<file path="config.mk">
export PLATFORM = sky130hd
export DESIGN_NAME = rse_stack
export DESIGN_NICKNAME = d
export VERILOG_FILES = /design/src/rtl/rse_pkg.sv /design/src/rtl/rse_stack.sv
export SDC_FILE = /design/constraint.sdc
export NUM_CORES = 2
export LEC_CHECK = 0
export BUFFER_PORTS_ARGS = -buffer_cell sky130_fd_sc_hd__buf_2
export CORE_MARGIN = 2
export CORE_UTILIZATION = 40
export CTS_CLUSTER_SIZE = 30
export DETAILED_ROUTE_END_ITERATION = 6
export GPL_TIMING_DRIVEN = 0
export PLACE_DENSITY_LB_ADDON = 0.08
export SYNTH_ARGS = -nofsm -noshare
export SYNTH_HDL_FRONTEND = slang
export SYNTH_SLANG_ARGS = --single-unit
</file>
<file path="constraint.sdc">
create_clock -name clock -period 4.4 [get_ports clock]
set_input_delay 0.66 -clock clock [delete_from_list [all_inputs] [get_ports clock]]
set_output_delay 0.66 -clock clock [all_outputs]
set_load 0.02 [all_outputs]
</file>
<file path="src/rtl/rse_pkg.sv">
// Package for the RPN stack evaluator: token and status codes, widths,
// defaults and the 32-bit saturation helper. Depends on nothing.
`default_nettype none

package rse_pkg;

   localparam int DATA_W        = 32;
   localparam int PROD_W        = 64;
   localparam int DIV_W         = 64;
   localparam int DEFAULT_DEPTH = 128;
   localparam int DEFAULT_FRAC  = 16;

   localparam logic [2:0] TOK_NUM   = 3'd0;
   localparam logic [2:0] TOK_ADD   = 3'd1;
   localparam logic [2:0] TOK_SUB   = 3'd2;
   localparam logic [2:0] TOK_MUL   = 3'd3;
   localparam logic [2:0] TOK_DIV   = 3'd4;
   localparam logic [2:0] TOK_REM   = 3'd5;
   localparam logic [2:0] TOK_PRINT = 3'd6;
   localparam logic [2:0] TOK_UNK   = 3'd7;

   localparam logic [2:0] ST_OK      = 3'd0;
   localparam logic [2:0] ST_FULL    = 3'd1;
   localparam logic [2:0] ST_EMPTY   = 3'd2;
   localparam logic [2:0] ST_ZDIV    = 3'd3;
   localparam logic [2:0] ST_UNKNOWN = 3'd4;
   localparam logic [2:0] ST_SAT     = 3'd5;

   localparam logic signed [PROD_W-1:0] Q_MAX = 64'sd2147483647;
   localparam logic signed [PROD_W-1:0] Q_MIN = -64'sd2147483648;

   typedef struct packed {
      logic              hit;
      logic [DATA_W-1:0] val;
   } sat_type;

   typedef struct packed {
      logic busy;
      logic done;
   } div_ctl_type;

   function automatic sat_type sat32(input logic signed [PROD_W-1:0] v);
      sat_type s;
      if (v > Q_MAX) begin
         s.hit = 1'b1;
         s.val = Q_MAX[DATA_W-1:0];
      end else if (v < Q_MIN) begin
         s.hit = 1'b1;
         s.val = Q_MIN[DATA_W-1:0];
      end else begin
         s.hit = 1'b0;
         s.val = v[DATA_W-1:0];
      end
      return s;
   endfunction

endpackage

`default_nettype wire

</file>
<file path="src/rtl/rse_stack.sv">
// Value stack storage: one synchronous RAM, one write and one read port.
// Read data is registered. Uses rse_pkg for the data width.
`default_nettype none

module rse_stack
   import rse_pkg::*;
#(
   parameter int STACK_DEPTH = DEFAULT_DEPTH,
   localparam int AW = (STACK_DEPTH > 1) ? $clog2(STACK_DEPTH) : 1
) (
   input  wire logic              clock,
   input  wire logic              wr_en,
   input  wire logic [AW-1:0]     wr_addr,
   input  wire logic [DATA_W-1:0] wr_data,
   input  wire logic [AW-1:0]     rd_addr,
   output logic      [DATA_W-1:0] rd_data
);

   logic [DATA_W-1:0] mem [STACK_DEPTH];

   always_ff @(posedge clock) begin
      if (wr_en) begin
         mem[wr_addr] <= wr_data;
      end
      rd_data <= mem[rd_addr];
   end

endmodule

`default_nettype wire

</file>
# ---- Word level (Yosys, flattened, before mapping)
# Memory sizes are Yosys's and may differ from the RTL's. A register that Yosys moved wholly into a read port is not among the register bits.
# Cells that the tools add are included.
# W data, S select, Z words.
dict set report op_classes {
  addsub 0
  mul 0
  div_mod_pow 0
  magnitude_cmp 0
  n_eq_ne 0
  shift 0
  n_mux 2
  bitwise 0
  reduce_logical 0
}
# op count
set ops {}
lappend ops {{$mux W1} 2}
dict set report totals {
  reg_bits 0
  latch_bits 0
  ramBits 4096
  rom_bits 0
  output_inout_bits 32
  wordCells 3
  mem_count 1
}
# memory words width read_ports rd_ports_with_merged_regs write_ports line_no
set memory_table {}
lappend memory_table {mem 128 32 1 1 1 rse_stack.sv:19} ;# logic [DATA_W-1:0] mem [STACK_DEPTH];

# ---- Longest topological paths before layout
dict set report logic_depth {
  ltp_word 2
  depth_mapped 8
  ltp_nobuf 4
}

# ---- Worst setup path after synthesis
# Ideal clock, no wire load.
dict set report synth_timing {
  path_kind {input -> register}
  start {in wr_en}
  end {mem mem[98][0] (enable)}
  arrival_ns 3.438
  slack_ns 0.501
  stages 3
  path_buffers 1
  cell_sequence {clkbuf_1 nand4_1 nor3_1}
}
dict set report synth_between {
  elab_chain_cells 2
}
# item line_no
set synth_rtl {}
lappend synth_rtl {{start, declared} rse_stack.sv:12} ;# input wire logic wr_en,
lappend synth_rtl {{$mux W1} rse_stack.sv:22} ;# if (wr_en) begin
lappend synth_rtl {{$mux W1 (implied by the code)} rse_stack.sv:23} ;# mem[wr_addr] <= wr_data;
lappend synth_rtl {{end, declared} rse_stack.sv:19}
# Every way passes these cells.

==> reports/metrics.cfg <==
[run_status]
outcome = finished with violations
violations = max-capacitance violations, max-slew violations

[timing]
worst_pin_slew_ns = 1.56
finalSetupTns_ns = 0
hold_violations = 0
relSlewSlack_pct = -3.81
fmax_ghz = 0.228
setup_viol = 0
setup_ws_ns = 0.0185
slew_violations = 22
whs_ns = 0.113
skew_ns = 0.0249
min_period_over_period_pct = 99.6
finalCriticalPeriod_ns = 4.38

[die]
row_count = 229
die_area_um2 = 396000
boundaryPins = 80
core_um2 = 389000
start_util_pct = 40.2
die_h_um = 629
die_x_um = 629

[worst_setup_path]
crit_path_frequent_cell = mux4_2
end_kind = register
worst-path-max-fanout = 10
cp_top_family = buffers and inverters
crit_buf_inv = 5
path_cells = clkbuf_1 > buf_2 > clkbuf_2 > buf_12 > clkbuf_1 > mux4_2 > mux4_2 > mux4_2 > mux2_2
cp_data_arrival_time_ns = 5.23
slowest_delay_ns = 0.78
slowest_stage = mux4_2
cp.required_ns = 5.24
critical_path_class = in2reg
start_kind = primary input

[power_and_ir_drop]
p_per_area_nw_per_um2 = 460
seqPwrFrac_pct = 51.7
switching_power_mw = 18.3
internal-power_mw = 65.8
p_leak_nw = 55.7
peakVddDrop_v = 0.000321
power_switching_share_pct = 21.8
p_clk_share_pct = 42.6
combPwrFrac_pct = 5.7

[detailed_routing]
drt_iter0_drc = 8210
detail-route-antenna-nets = 0
drc = 0
totalWireLength_mm = 444
avgViaCountPerCell = 5.69
first_pass_iters = 5
vias = 70700
wl_per_cell_um = 35.7

[cells_and_area]
multi_input_area_um2 = 32300
nets = 6763
ff_latch_area_um2 = 124000
fillers = 31900
drive_above_1_share_pct = 35.3
instances_no_fill = 12400
area_growth_pct = 17.1

[clocking]
post-cts-setup-buffers = 0
clkTransAtPathRegs_ns = 0.06
cts_resized = 0
cts.sinks = 4128
h-tree-depth = 5
clkLatencyLatePin_ns = 0.98
tritoncts = done
ctsHoldBuffers = 0
cts_root_buffer = clkbuf_16
cts_made_buffers = 441
clk_path_buf_depth = 4

[run]
maxCapViolCount = 2

[place]
finalWeightedCongestion = 0.977
numPortBuffers = 68
dp_hpwl_mm = 309
detailedPlace.worstSlack_ns = -1.02
place_inst = 11500

[grt]
antenna_found_initial = 76
grt_use_total_pct = 22.4
grt_start_max_net_pins = 99
grt_pass1_wl_mm = 607
grt_pass1_vias = 72400
gr-total-overflow = 0

[worst_hold_path]
hp-class = in2reg

[yosys]
synth-seq-area-share_pct = 79.1
synthCells = 5990
ys_seq_elements = 4128
avgSynthCellArea_um2 = 26.1
syn-num-nets = 6038
syn-cell-area_um2 = 156000
yosysWarnings = 0
yosysUniqueCellTypes = 17

==> metrics by stage <==
step	utilization, %	cell area [um2]	total power, mW
6_report	47.0	183000	84.1
5_1_grt	47.0	183000	86.6
3_5_place_dp	43.4	169000	49.1
2_1_floorplan	-	156000	46.5
4_1_cts	47.0	183000	84.8
3_3_place_gp	41.9	163000	48.9
==> routing by layer <==
| metal | share of wire, % | global-route usage [%] | routed length, um |
|---|---|---|---|
| met5 | 0.016 | 0 | 73 |
| met4 | 2.5 | 5.74 | 11200 |
| met3 | 7.7 | 5.43 | 34100 |
| met2 | 48 | 35.7 | 213000 |
| met1 | 42 | 31.1 | 186000 |
==> synthesized netlist by cell type <==
library cell | number | area, um2
nor2b_1 | 7 | 43.8
clkbuf_1 | 182 | 683
mux2_2 | 32 | 360
buf_2 | 79 | 395
or3_1 | 1 | 6.26
edfxtp_1 | 4096 | 123000
buf_4 | 3 | 22.5
dfxtp_1 | 32 | 641
mux4_2 | 1344 | 30300
nand2b_1 | 2 | 12.5
buf_6 | 2 | 22.5
nand4_1 | 3 | 18.8
nor2_1 | 122 | 458
buf_1 | 50 | 188
nand2_1 | 14 | 52.6
nand3_1 | 12 | 60.1
nor3_1 | 9 | 45.0
==> worst paths after layout <==
path | startpoint | to | slack [ns] | cells past startpoint
min reg2reg | mem[108][12]$_DFFE_PP_ | rd_data[12]$_DFF_P_ | 1.14 | 4
max reg2reg | mem[77][15]$_DFFE_PP_ | rd_data[15]$_DFF_P_ | 1.60 | 4
max | rd_addr[2] | rd_data[17]$_DFF_P_ | 0.02 | 9
min | wr_data[13] | mem[55][13]$_DFFE_PP_ | 0.11 | 1
==> cells by family after synthesis <==
| kind of cell | share of synthesized area [%] |
|---|---|
| AND/OR/NAND/NOR | 0.446 |
| buffers and inverters | 0.839 |
| multiplexers | 19.6 |
| flip-flops | 79.1 |
==> cell usage in the layout (no fill, tap or decap) <==
cell        netlist  routed
clkbuf_1        182     251
dfxtp_1          32      32
bufinv_16         0      31
clkbuf_2          0      29
nand2b_1          2       2
nor2_4            0     119
buf_8             0       4
mux4_2         1344    1344
nor2_1          122       3
clkbuf_16         0     455
inv_6             0       3
inv_16            0       3
buf_12            0      96
or3_1             1       1
buf_16            0      82
clkinv_16         0       1
nand4_1           3       3
clkbuf_8          0       4
clkinv_1          0     120
clkinvlp_4        0      10
edfxtp_1       4096    4096
nor2b_1           7       7
buf_4             3      29
nand2_1          14      14
buf_1            50      45
clkinv_4          0       1
mux2_2           32      32
diode_2           0     144
buf_6             2      40
clkinv_2          0      83
nor3_2            0       9
clkinv_8          0       5
buf_2            79     120
nand3_1          12      12
==> layout make-up <==
| class | instances | area share, % |
|---|---|---|
| multi-input cells | 1546 | 17.6 |
| repair buffers | 282 | 2.75 |
| plain buffers | 316 | 0.740 |
| well taps | 5197 | 3.55 |
| clock buffers | 557 | 6.45 |
| clock inverters | 257 | 1.14 |
| flip-flops and latches | 4128 | 67.5 |
| diodes | 144 | 0.197 |
==> power groups by stage <==
stage	combinational [mW]	sequential [mW]	clock (mW)
floorplan	2.09	44.4	0
global placement	4.52	44.4	0
detailed placement	4.79	44.3	0
CTS	4.80	43.5	36.6
global route	4.98	43.5	38.1
finish	4.77	43.5	35.9
==> registers in the layout (all words and copies together) (netlist names) <==
register	cells
rd_data	32
mem	4096
Power figures use the tool's default switching activity.
