[src/rtl/rse_pkg.sv]
// Package for the RPN stack evaluator: token and status codes, widths,
// defaults and the 32-bit saturation helper. Depends on nothing.
`default_nettype none

package rse_pkg;

   localparam int DATA_W        = 32;
   localparam int PROD_W        = 64;
   localparam int DIV_W         = 64;
   localparam int DEFAULT_DEPTH = 128;
   localparam int DEFAULT_FRAC  = 16;

   localparam logic [2:0] TOK_NUM   = 3'd0;
   localparam logic [2:0] TOK_ADD   = 3'd1;
   localparam logic [2:0] TOK_SUB   = 3'd2;
   localparam logic [2:0] TOK_MUL   = 3'd3;
   localparam logic [2:0] TOK_DIV   = 3'd4;
   localparam logic [2:0] TOK_REM   = 3'd5;
   localparam logic [2:0] TOK_PRINT = 3'd6;
   localparam logic [2:0] TOK_UNK   = 3'd7;

   localparam logic [2:0] ST_OK      = 3'd0;
   localparam logic [2:0] ST_FULL    = 3'd1;
   localparam logic [2:0] ST_EMPTY   = 3'd2;
   localparam logic [2:0] ST_ZDIV    = 3'd3;
   localparam logic [2:0] ST_UNKNOWN = 3'd4;
   localparam logic [2:0] ST_SAT     = 3'd5;

   localparam logic signed [PROD_W-1:0] Q_MAX = 64'sd2147483647;
   localparam logic signed [PROD_W-1:0] Q_MIN = -64'sd2147483648;

   typedef struct packed {
      logic              hit;
      logic [DATA_W-1:0] val;
   } sat_type;

   typedef struct packed {
      logic busy;
      logic done;
   } div_ctl_type;

   function automatic sat_type sat32(input logic signed [PROD_W-1:0] v);
      sat_type s;
      if (v > Q_MAX) begin
         s.hit = 1'b1;
         s.val = Q_MAX[DATA_W-1:0];
      end else if (v < Q_MIN) begin
         s.hit = 1'b1;
         s.val = Q_MIN[DATA_W-1:0];
      end else begin
         s.hit = 1'b0;
         s.val = v[DATA_W-1:0];
      end
      return s;
   endfunction

endpackage

`default_nettype wire

[src/rtl/rse_div.sv]
// Restoring divider on magnitudes, one quotient bit per cycle.
// 64-bit dividend, 32-bit divisor. Uses rse_pkg for widths and types.
`default_nettype none

module rse_div
   import rse_pkg::*;
(
   input  wire logic              clock,
   input  wire logic              reset,
   input  wire logic              start,
   input  wire logic [DIV_W-1:0]  dividend,
   input  wire logic [DATA_W-1:0] divisor,
   output div_ctl_type            ctl,
   output logic      [DIV_W-1:0]  quotient,
   output logic      [DATA_W-1:0] remainder
);

   localparam int CNT_W = $clog2(DIV_W);

   logic [DIV_W-1:0]  dvd_ff, dvd_in;
   logic [DATA_W-1:0] dsr_ff;
   logic [DATA_W-1:0] rem_ff, rem_in;
   logic [CNT_W-1:0]  cnt_ff;
   logic              busy_ff, done_ff;
   logic [DATA_W:0]   rsh, diff;
   logic              ge;

   always_comb begin
      rsh    = {rem_ff, dvd_ff[DIV_W-1]};
      diff   = rsh - {1'b0, dsr_ff};
      ge     = (rsh >= {1'b0, dsr_ff});
      rem_in = ge ? diff[DATA_W-1:0] : rsh[DATA_W-1:0];
      dvd_in = {dvd_ff[DIV_W-2:0], ge};
   end

   always_ff @(posedge clock) begin
      if (reset) begin
         busy_ff <= 1'b0;
         done_ff <= 1'b0;
      end else if (start) begin
         busy_ff <= 1'b1;
         done_ff <= 1'b0;
      end else if (busy_ff) begin
         if (cnt_ff == CNT_W'(DIV_W - 1)) begin
            busy_ff <= 1'b0;
            done_ff <= 1'b1;
         end
      end else begin
         done_ff <= 1'b0;
      end
   end

   always_ff @(posedge clock) begin
      if (start) begin
         dvd_ff <= dividend;
         dsr_ff <= divisor;
         rem_ff <= '0;
         cnt_ff <= '0;
      end else if (busy_ff) begin
         dvd_ff <= dvd_in;
         rem_ff <= rem_in;
         cnt_ff <= cnt_ff + CNT_W'(1);
      end
   end

   assign ctl.busy  = busy_ff;
   assign ctl.done  = done_ff;
   assign quotient  = dvd_ff;
   assign remainder = rem_ff;

endmodule

`default_nettype wire

[config.mk]
export PLATFORM = sky130hd
export DESIGN_NAME = rse_div
export DESIGN_NICKNAME = d
export VERILOG_FILES = /design/src/rtl/rse_pkg.sv /design/src/rtl/rse_div.sv
export SDC_FILE = /design/constraint.sdc
export NUM_CORES = 1
export LEC_CHECK = 0
export BUFFER_PORTS_ARGS = -buffer_cell sky130_fd_sc_hd__buf_2
export CELL_PAD_IN_SITES_DETAIL_PLACEMENT = 1
export CELL_PAD_IN_SITES_GLOBAL_PLACEMENT = 1
export CORE_MARGIN = 5
export CORE_UTILIZATION = 45
export CTS_CLUSTER_DIAMETER = 100
export CTS_CLUSTER_SIZE = 25
export DETAILED_ROUTE_END_ITERATION = 10
export GPL_TIMING_DRIVEN = 1
export PLACE_DENSITY = 0.89
export SETUP_SLACK_MARGIN = 0.4
export SLEW_MARGIN = 20
export SYNTH_ARGS = -nofsm -noshare
export SYNTH_HDL_FRONTEND = slang
export SYNTH_SLANG_ARGS = --single-unit
[constraint.sdc]
create_clock -name clock -period 7.09 [get_ports clock]
set_input_delay 0.709 -clock clock [delete_from_list [all_inputs] [get_ports clock]]
set_output_delay 0.709 -clock clock [all_outputs]
set_load 0.02 [all_outputs]
; ---- Yosys cells after proc, flatten, opt, wreduce, memory -nomap -nowiden
; Index checks and enable logic that the tools add are counted.
[op_classes]
magnitude_cmp = 1
reduce_logical = 2
n_bitwise = 1
muxes = 6
n_eq_ne = 1
n_addsub = 2
[ops]
columns = op, n
row1 = 64-bit 2-to-1 mux, 2
row2 = 33-bit by 32-bit >= comparator with 1-bit output, 1
row3 = 32-bit 2-to-1 mux, 1
row4 = 32-bit subtractor, 1
row5 = "6-bit by 1-bit adder with 6-bit output, second input constant", 1
row6 = "6-bit == test, second input constant", 1
row7 = 1-bit 2-to-1 mux, 3
row8 = 3-bit OR reduction, 1
row9 = 2-bit nonzero test, 1
row10 = 1-bit NOT, 1
[word_totals]
elab_cells = 19
ff_bits = 136

; ---- Logic depth before layout (Yosys ltp)
[logic_depth]
word_depth = 4
depth_mapped = 13
mapped_depth_nobuf = 12

; ---- Worst setup path after synthesis
; OpenSTA, ideal clock, no wires.
[synth_path]
path_type = reg-to-reg
from = register rem_ff[9], in the netlist remainder[9]
to = register rem_ff[29], in the netlist remainder[29]
path_stages_with_launch = 12
t_required_ns = 6.973
arrival_time_ns = 2.548
synth_period_minus_slack_ns = 2.665
n_path_buf = 1
slack_ns = 4.425
cell_sequence = dfxtp_1 ha_1 buf_2 a21oi_2 nor2_1 a211oi_2 a31oi_4 nor2_1 o311ai_1 a211o_2 a22o_1 a22o_1
[synth_between]
elab_chain_cells = 2
[synth_rtl]
columns = element, line_no
row1 = start: declaration, rse_div.sv:22  ; logic [DATA_W-1:0] rem_ff, rem_in;
row2 = start signal: assignment, rse_div.sv:61  ; rem_ff <= rem_in;
row3 = 32-bit subtractor or 33-bit by 32-bit >= comparator with 1-bit output (tied branches), "rse_div.sv:30, rse_div.sv:31"
row4 = 32-bit 2-to-1 mux *, rse_div.sv:32  ; rem_in = ge ? diff[DATA_W-1:0] : rsh[DATA_W-1:0];
; Mark *: on every way between the ends. The rest lies on a longest branch, timed or not.
; A chain may end at the register's enable or synchronous reset.

; ---- Worst setup path in the final report
[layout_path]
from = register dsr_ff[26]
to = register rem_ff[29], in the netlist remainder[29]
[layout_between]
elab_chain_cells = 2
[layout_rtl]
columns = element, line_no
row1 = start: declaration, rse_div.sv:21  ; logic [DATA_W-1:0] dsr_ff;
row2 = start signal: assignment, rse_div.sv:56  ; dsr_ff <= divisor;
row3 = 32-bit subtractor or 33-bit by 32-bit >= comparator with 1-bit output (tied branches), "rse_div.sv:30, rse_div.sv:31"
row4 = 32-bit 2-to-1 mux *, rse_div.sv:32
; Marked as above.

==> run metrics <==
# IOs=197; Fmax=307 MHz; Iteration-0 DRC Markers=230; Netlist cell types=64; Worst setup SP type=flop; Chip Height=137 um; Hold Vio Cnt, Final=0; Worst-Skew Late Latency=420 ps; WP data arrival=3560 ps; post-route cell area=8910 um2; clock slew at reported path FFs=60 ps; critical path depth=11; Worst path top cell family by delay=compound AO/OA/AOI/OAI gates; ys flop type=edfxtp_1; Final ANT Viol Nets=0; Post-route DRC=0; slowest CP cell=a31o_2; Post-Route Hold Slack=468 ps; router iterations before antenna repair=4; RR Startpoint=dsr_ff[26]; Max Cap Viol=0; crit path kind=flop to flop; Synth area leader=edfxtp_1; Final Max Tran Viols=0; hold path endpoint=dsr_ff[8]; layout cells sized above 1=38.7%; Die X=137 um; Final period util=46.0%; Hold Buf Count CTS=0; synth warn=0; antenna violations before repair=3; count leader, synth=edfxtp_1; DP Area=8350 um2; CP required=7390 ps; Post-synth EDFFs=96; CTS buffer count=17; setup TNS=0 ps; Initial Util=45.8%; min-delay src=divisor[8]; vias in the first global route=6229; final setup vio count=0; Synth top area share=39.7%; root buf cell=clkbuf_16; syn_area_per_cell=11.6 um2; CTS tree=yes; status=completed; worst slew pin tran=906 ps; FF-to-FF path depth=11; Static Leak=3.90 nW; GRT Residual Overflow=0; PortBufs=196; Crit. End Element=flop; Slew headroom=39.6%; largest cells by area after synthesis=edfxtp_1 40%, dfxtp_1 11%, mux2_2 9.8%; Routed WL=21.3 mm; FF+latch count, synth=136; Core Region=15900 um2; sequential area share after synthesis=50.7%; clock buffer depth=2; Finished Core Util=56.1%; Design Power=2.36 mW; Vias=5664; peak supply drop=0.178 mV; Power per Cell Area=265 nW/um2; Rows=46; Hold Crit Class=primary input to flop; total clock sinks=136; global-route wire length before repair=33.4 mm; Resized Gates After CTS=0; largest net degree at the start of global routing=71; H-tree levels=4; RSZ-0062 raised after global routing=false; post-DP HPWL=15.8 mm; Layout fillers=1770; P&R area growth vs syn=22.6%; final RePlAce weighted congestion=0.849; Post-synth top cells=96 x edfxtp_1, 63 x mux2_2, 48 x nor2_1; vias per cell=5.39; Final #Nets=953; syn_nets=762; CP Cell Sequence=inv_1 > ha_1 > a21o_1 > a21o_1 > a21o_1 > a21o_1 > a221oi_2 > a31o_2 > a221oi_1 > a22o_1 > a22o_1; clock skew=9.60 ps; hold path cells=1; Synth Instances=629; Async SR Flop Fraction=0%; setup bufs post-CTS=0; total global routing track utilization=23.1%; DR WL/cell=20.3 um; worst-path maximum fanout=21; Die ar.=18800 um2; Post-Syn Area=7270 um2; Critical Path Most Common Cell=a21o_1; R2R setup slack=3830 ps; crit-path max cell delay=640 ps; Period minus WS final=3260 ps; Worst Path Buf+Inv=1; Critical R2R Capture=remainder[29]
-- registers in the layout (all words and copies together) (netlist names) --
name       count
dsr_ff        32
quotient      64
busy_ff        1
done_ff        1
remainder     32
cnt_ff         6
-- through the flow --
| step | setup WS, ps | std cells |
|---|---|---|
| floorplan | 4430 | 629 |
| global placement | 3980 | 1017 |
| detailed placement | 3900 | 1017 |
| CTS | 3830 | 1049 |
| global route | 3680 | 1049 |
| finish | 3830 | 1050 |
-- final cells by class --
type                    instances  area (um2)  area share (%)
clock buffers                  17         425            4.77
inverters                      43         161            1.81
diodes                          1        2.50          0.0281
multi-input cells             421        3220            36.1
well taps                     216         270            3.03
repair buffers                201        1020            11.5
flip-flops and latches        136        3680            41.4
clock inverters                15         129            1.45
-- worst max-delay path by stage --
stage	startpoint	slack (ps)	to
3_3_place_gp	remainder[25]	3980	remainder[29]
3_5_place_dp	dsr_ff[26]	3900	remainder[29]
2_1_floorplan	remainder[9]	4430	remainder[29]
6_report	dsr_ff[26]	3830	remainder[29]
5_1_grt	dsr_ff[12]	3680	remainder[18]
4_1_cts	dsr_ff[26]	3830	remainder[29]
-- metal layers --
| metal | track usage, % | up-vias | wire length [um] |
|---|---|---|---|
| met5 | 0 | - | 34 |
| met4 | 5.60 | 6 | 306 |
| met3 | 8.20 | 28 | 1630 |
| met2 | 42.1 | 182 | 11100 |
| met1 | 25.8 | 2738 | 8230 |
| li1 | - | 2710 | - |
-- logic make-up after synthesis --
group,count (synthesis),share of synthesized area (%)
adders and majority gates,34,5.96
DFF,136,50.7
AOI/OAI and AO/OA,140,13.8
xor gates and xnor gates,29,3.49
and+or+nand+nor,139,9.05
muxes,79,12.0
buffers and inverters,72,5.08
-- worst register-to-register path, stage by stage, from the launching register on --
cell      delay (ps)
edfxtp_1         340
inv_1             50
ha_1             340
a21o_1           210
a21o_1           190
a21o_1           220
a21o_1           230
a221oi_2         350
a31o_2           640
a221oi_1         150
a22o_1           250
a22o_1           190
-- layout by cell type, fill, tap and decap left out, types with 18 or more instances in the layout --
cell type	Yosys	routed
a211oi_1	21	21
a21oi_1	32	32
buf_2	4	195
dfxtp_1	40	39
edfxtp_1	96	96
ha_1	33	33
inv_1	42	41
mux2_2	63	63
nand2_1	33	33
nor2_1	48	48
o21ai_0	20	20
xnor2_1	18	18
-- report_power, final --
group          total (mW)  internal, mW  leakage [nW]  switching, mW
sequential          0.984         0.937          1.29         0.0471
clock               0.844         0.482         0.268          0.361
combinational       0.533         0.208          2.34          0.325
total                2.36          1.63          3.90          0.734
Note: power is estimated with default switching activity, not from simulation.
